### config.mk
export PLATFORM = sky130hd
export DESIGN_NAME = prrs_ctrl
export DESIGN_NICKNAME = d
export VERILOG_FILES = /design/src/hdl/prrs_pkg.sv /design/src/hdl/prrs_ctrl.sv
export SDC_FILE = /design/constraint.sdc
export NUM_CORES = 1
export LEC_CHECK = 0
export BUFFER_PORTS_ARGS = -buffer_cell sky130_fd_sc_hd__clkbuf_2
export CAP_MARGIN = 20
export CORE_UTILIZATION = 43
export CTS_BUF_LIST = sky130_fd_sc_hd__clkbuf_16
export CTS_CLUSTER_SIZE = 24
export DETAILED_ROUTE_END_ITERATION = 7
export GPL_TIMING_DRIVEN = 0
export PLACE_DENSITY = 0.75
export RECOVER_POWER = 50
export SYNTH_ARGS = -nofsm -noshare
export SYNTH_HDL_FRONTEND = slang
export SYNTH_SLANG_ARGS = --single-unit
### constraint.sdc
create_clock -name i_clk -period 1.6 [get_ports i_clk]
set_clock_uncertainty 0.15 [all_clocks]
set_input_delay 0.32 -clock i_clk [delete_from_list [all_inputs] [get_ports i_clk]]
set_output_delay 0.32 -clock i_clk [all_outputs]
set_load 0.1 [all_outputs]
### src/hdl/prrs_pkg.sv
package prrs_pkg;

    localparam int PRRS_MAX_PROCS    = 16;
    localparam int PRRS_RESULT_LIMIT = 16;

    localparam int PID_W  = 16;
    localparam int ID_W   = 17;
    localparam int ARR_W  = 16;
    localparam int WORK_W = 16;
    localparam int PRIO_W = 8;
    localparam int TIME_W = 21;
    localparam int NREP_W = $clog2(PRRS_RESULT_LIMIT + 1);

    typedef struct packed {
        logic [ID_W-1:0]   pid;
        logic [ARR_W-1:0]  arrive;
        logic [WORK_W-1:0] work;
        logic [PRIO_W-1:0] prio;
    } t_entry;

    typedef struct packed {
        logic load;
        logic sort_init;
        logic sort_fetch;
        logic sort_hold;
        logic sort_shift;
        logic sort_place;
        logic run_fetch;
        logic run_exec;
        logic flush_out;
        logic clear;
    } t_cmd;

    typedef struct packed {
        logic acc_last;
        logic sort_done;
        logic hold_gt;
        logic k_one;
        logic run_done;
        logic exec_stall;
        logic pend_valid;
        logic out_free;
    } t_stat;

endpackage

### src/hdl/prrs_ctrl.sv
module prrs_ctrl import prrs_pkg::*; (
    input  logic  i_clk,
    input  logic  i_rst_n,
    input  t_stat i_stat,
    output t_cmd  o_cmd
);

    typedef enum logic [7:0] {
        S_LOAD       = 8'b0000_0001,
        S_SORT_FETCH = 8'b0000_0010,
        S_SORT_HOLD  = 8'b0000_0100,
        S_SORT_CMP   = 8'b0000_1000,
        S_SORT_PUT   = 8'b0001_0000,
        S_RUN_FETCH  = 8'b0010_0000,
        S_RUN_EXEC   = 8'b0100_0000,
        S_FLUSH      = 8'b1000_0000
    } t_state;

    t_state r_state, n_state;

    always_comb begin
        n_state = r_state;
        o_cmd   = '0;
        unique case (r_state)
            S_LOAD: begin
                o_cmd.load = 1'b1;
                if (i_stat.acc_last) begin
                    o_cmd.sort_init = 1'b1;
                    n_state         = S_SORT_FETCH;
                end
            end
            S_SORT_FETCH: begin
                if (i_stat.sort_done) begin
                    n_state = S_RUN_FETCH;
                end else begin
                    o_cmd.sort_fetch = 1'b1;
                    n_state          = S_SORT_HOLD;
                end
            end
            S_SORT_HOLD: begin
                o_cmd.sort_hold = 1'b1;
                n_state         = S_SORT_CMP;
            end
            S_SORT_CMP: begin
                if (i_stat.hold_gt) begin
                    o_cmd.sort_shift = 1'b1;
                    if (i_stat.k_one) begin
                        n_state = S_SORT_PUT;
                    end
                end else begin
                    o_cmd.sort_place = 1'b1;
                    n_state          = S_SORT_FETCH;
                end
            end
            S_SORT_PUT: begin
                o_cmd.sort_place = 1'b1;
                n_state          = S_SORT_FETCH;
            end
            S_RUN_FETCH: begin
                if (i_stat.run_done) begin
                    n_state = S_FLUSH;
                end else begin
                    o_cmd.run_fetch = 1'b1;
                    n_state         = S_RUN_EXEC;
                end
            end
            S_RUN_EXEC: begin
                if (!i_stat.exec_stall) begin
                    o_cmd.run_exec = 1'b1;
                    n_state        = S_RUN_FETCH;
                end
            end
            S_FLUSH: begin
                if (!i_stat.pend_valid) begin
                    o_cmd.clear = 1'b1;
                    n_state     = S_LOAD;
                end else if (i_stat.out_free) begin
                    o_cmd.flush_out = 1'b1;
                    o_cmd.clear     = 1'b1;
                    n_state         = S_LOAD;
                end
            end
            default: begin
                n_state = S_LOAD;
            end
        endcase
    end

    always_ff @(posedge i_clk) begin
        if (!i_rst_n) begin
            r_state <= S_LOAD;
        end else begin
            r_state <= n_state;
        end
    end

endmodule

==> impl_metrics.csv, run 1 <==
group,metric,value,unit
outcome,outcome,"aborted with a tool error",
outcome,lastStage,"clock tree synthesis",
outcome,firstError,"[ERROR DPL-0038] Utilization greater than 100%, impossible to legalize",
clock_network,cts_buffer_depth,2,
clock_network,cts_hold_buffers,0,
synth,yosys-top-cells-area,"dfxtp_1 27%, nor2_1 6.9%, nand3b_1 5.1%",
floorplan,io_pins,20,
synth,synth_mux_area_frac,0,
synth,synth_xor_area_frac,0.02947,
floorplan,die_w,39.18,µm
synth,synth_compound_area_frac,0.1705,
synth,synth_top_area_share,0.2695,
synth,synth_cell_type_count,31,
clock_network,post_cts_resized,49,
clock_network,htree_levels,1,
synth,ys_seq_area_frac,0.2695,
placed_design,hpwl,1111,µm
synth,syn_area_per_cell,7.619,µm²
clock_network,cts_sinks,8,
synth,async_flop_share,0,
placed_design,place_congestion,0.7721,
floorplan,start_util,0.4625,
synth,yosys_warnings,0,
synth,syn_inst,78,
synth,synth_top_family_by_area,"simple AND/OR/NAND/NOR gates",
synth,yosysTopAreaCell,"dfxtp_1",
synth,synth_common_cells,"11 x nor2_1, 8 x dfxtp_1, 5 x inv_1, 5 x nand2_1",
synth,synth_edf_count,0,
synth,synth-seq-cells,8,
floorplan,core.rowCount,13,
placed_design,io_buffer_count,19,
floorplan,die_h,39.18,µm
clock_network,cts_buffers,3,
synth,synth_most_common_cell,"nor2_1",
synth,synthAdderAreaFrac,0,
synth,yosys.area_share.simple,0.4589,
clock_network,cts_root_buf,"clkbuf_16",
synth,syn_area,594.3,µm²
synth,synth_flop_cell,"dfxtp_1",
synth,synth_nets,88,
clock_network,postCtsSetupRepairBufs,18,
==> cells by family after synthesis <==
family	after synthesis
simple gates	47
compound gates	12
flops	8
buf+inv	9
xor+xnor	2
==> metrics by stage <==
step / hold slack, ns / std cells / cell area, µm² / worst slack, ns / utilization
floorplan: 0.2481 / 78 / 690.7 / -1.067 / -
detailed placement: 0.4146 / 112 / 804.5 / -0.7480 / 0.6261
global placement: 0.4081 / 112 / 804.5 / -0.7420 / 0.6261
==> run 2, diff against run 1 <==
--- a/config.mk
+++ b/config.mk
@@ -7,12 +7,11 @@
 export LEC_CHECK = 0
 export BUFFER_PORTS_ARGS = -buffer_cell sky130_fd_sc_hd__clkbuf_2
 export CAP_MARGIN = 20
-export CORE_UTILIZATION = 43
-export CTS_BUF_LIST = sky130_fd_sc_hd__clkbuf_16
-export CTS_CLUSTER_SIZE = 24
+export CORE_AREA = 2 2 63 65
 export DETAILED_ROUTE_END_ITERATION = 7
+export DIE_AREA = 0 0 65 67
 export GPL_TIMING_DRIVEN = 0
-export PLACE_DENSITY = 0.75
+export PLACE_DENSITY_LB_ADDON = 0.15
 export RECOVER_POWER = 50
 export SYNTH_ARGS = -nofsm -noshare
 export SYNTH_HDL_FRONTEND = slang
==> constraint.sdc (replaced) <==
create_clock -name i_clk -period 2.1 [get_ports i_clk]
set_clock_uncertainty 0.15 [all_clocks]
set_input_delay 0.42 -clock i_clk [delete_from_list [all_inputs] [get_ports i_clk]]
set_output_delay 0.42 -clock i_clk [all_outputs]
set_load 0.1 [all_outputs]
==> impl_metrics.csv, run 2 <==
group,metric,value,unit
timing,finalSetupViolations,6,
drt,drc_errors,0,
synth,yosysTopAreaCell,"dfxtp_1",
clock_network,htree_levels,1,
drt,ant_nets,0,
synth,synth_top_area_share,0.2695,
critical_path,path_class,"flop to primary output",
layout,fillers,392,
power_and_ir_drop,pwr_density_cell,485.7,nW/µm²
synth,synth_common_cells,"11 x nor2_1, 8 x dfxtp_1, 5 x inv_1, 5 x nand2_1",
placed_design,hpwl,1416,µm
clock_network,clk_pin_slew,0.05,ns
placed_design,io_buffer_count,19,
layout,layout_commonest_cell,"buf_4",
power_and_ir_drop,fin_total_pwr,0.0005682,W
floorplan,io_pins,20,
critical_path,worstPathMaxFanout,6,
drt,detail_route.first_pass.iterations,4,
synth,synth_most_common_cell,"nor2_1",
floorplan,die_h,67,µm
clock_network,cts_buffers,3,
layout,largest_reg_flops,8,
timing,fin_crit_sh,1.046,
floorplan,die_area,4355,µm²
global_route,use_met2,0.1559,
clock_network,cts_sinks,8,
synth,synth_flop_cell,"dfxtp_1",
hold_path,min_path_cells,2,
drt,wl_per_cell,12.17,µm
global_route,grt_use_met1,0.1152,
power_and_ir_drop,ir_worst_vdd,182.8,µV
synth,synth-seq-cells,8,
clock_network,cts_tree,"built",
drt,num_vias,683,
synth,synth_edf_count,0,
power_and_ir_drop,p_leak,0.4700,nW
synth,ys_seq_area_frac,0.2695,
layout,most-common-layout-cells,"14 x buf_4, 9 x clkbuf_2, 7 x nor2_4, 6 x clkbuf_8, 5 x clkbuf_16",
clock_network,cts_buffer_depth,2,
critical_path,crit_required,1.53,ns
drt,vias_per_cell,4.269,
global_route,grt_max_degree,10,
synth,synth_cell_type_count,31,
critical_path,startpoint_type,"flop",
drt,finalWirelength,1947,µm
layout,drive_gt1_frac,0.5804,
global_route,grt_pass1_vias,690,
layout,fin_cells,160,
floorplan,die_w,65,µm
layout,regMostFlops,"r_state",
synth,yosys_warnings,0,
timing,drv_slew,0,
global_route,grt_overflow,0,
global_route,antenna_found_initial,0,
layout,nets,123,
synth,syn_area_per_cell,7.619,µm²
global_route,gr-max-usage-layer,"met2",
timing,worst_slew_pin_slew,0.6329,ns
outcome,violations,"negative setup slack",
outcome,outcome,"finished, violations left",
placed_design,place_congestion,0.7223,
hold_path,holdCritPathClass,"input pin to flop",
timing,hold_violations,0,
floorplan,start_util,0.1648,
synth,syn_inst,78,
timing,max_freq,455.2,MHz
synth,async_flop_share,0,
critical_path,cp-end-kind,"primary output",
timing,timing.final.ws_setup,-0.09699,ns
layout,antennaDiodeCount,0,
timing,min_period,2.197,ns
clock_network,cts_root_buf,"clkbuf_8",
floorplan,core.rowCount,22,
critical_path,worst_ep_arrival_time,1.63,ns
global_route,met3_usage,0.02872,
clock_network,clk-insertion-delay-late,0.24,ns
synth,syn_area,594.3,µm²
timing,rsz0062_at_grt,"yes",
critical_path,reg2reg_depth,4,
layout,final-seq-area,175.2,µm²
drt,first_iter_violations,6,
layout,multi_input_area,516.7,µm²
critical_path,reg2reg_slack,0.08,ns
flow_run,drv_cap,0,
global_route,grt_pass1_wl,3098,µm
synth,yosys-top-cells-area,"dfxtp_1 27%, nor2_1 6.9%, nand3b_1 5.1%",
placed_design,placed_cells,145,
synth,synth_nets,88,
timing,maxSlewHeadroom,0.5734,
floorplan,core_area,3606,µm²
layout,utilization,0.3244,
layout,largestRegisters,"r_state x8",
layout,area_growth,96.84,%
global_route,gr-usage-all-layers,0.09622,
==> run 2: cell counts after synthesis <==
Identical to the previous run, type by type.
==> run 2: per-layer routing <==
metal | up-vias | wire length [µm]
li1 | 350 | -
met1 | 311 | 969
met4 | 0 | 36
met2 | 18 | 865
met3 | 4 | 76
met5 | - | 0
==> run 2: worst paths after layout <==
path,to,from
worst min-delay path,r_state[2],i_stat[6]
worst max register to register,r_state[7],r_state[4]
worst min register to register,r_state[4],r_state[4]
worst max-delay path,o_cmd[2],r_state[5]
==> run 2: critical path, cell delays in order, from the launching register on <==
cell	delay, ns
dfxtp_4	0.37
nor4_4	0.31
and2_4	0.23
nand3b_1	0.15
clkinvlp_4	0.12
clkbuf_16	0.19
==> run 2: what timing repair did <==
item / 4_1_cts / 5_1_grt
hold buffers: 0 / 0
setup endpoints to repair: 10 / 8
gates resized for setup: 33 / 17
buffers inserted: 6 / 6
pin swaps: 3 / 6
==> run 2: cells by family (layout without fill, tap and decap cells) <==
family,Yosys count,count (layout),synth area share
flops,8,8,0.2695
compound gates,12,12,0.1705
xor+xnor,2,2,0.02948
simple gates,47,47,0.4590
buf+inv,9,43,0.07156
==> run 2: final cells by class <==
type	instances	area share
inverter	5	0.01925
tap	48	0.05134
sequential	8	0.1497
clock buffer	4	0.03850
buffer	3	0.01925
timing repair buffer	31	0.2802
multi-input combinational	61	0.4417
==> run 2: through the flow <==
step / instance area, µm² / setup WS (ns) / TNS, ns / hold slack, ns
floorplan: 683.2 / -0.6671 / -1.502 / 0.3481
global placement: 838.3 / -0.4130 / -1.555 / 0.4311
detailed placement: 838.3 / -0.4104 / -1.567 / 0.4267
CTS: 1094 / -0.1131 / -0.3768 / 0.2741
global route: 1170 / -0.1645 / -0.7677 / 0.2913
finish: 1170 / -0.09699 / -0.2136 / 0.2810
==> run 2: report_power, final <==
group	leakage (nW)	switching, W	internal [W]
Clock	0.0228	0.0000749	0.000133
Sequential	0.0680	0.0000136	0.000155
Combinational	0.379	0.000116	0.0000757
Power figures use the tool's default switching activity.
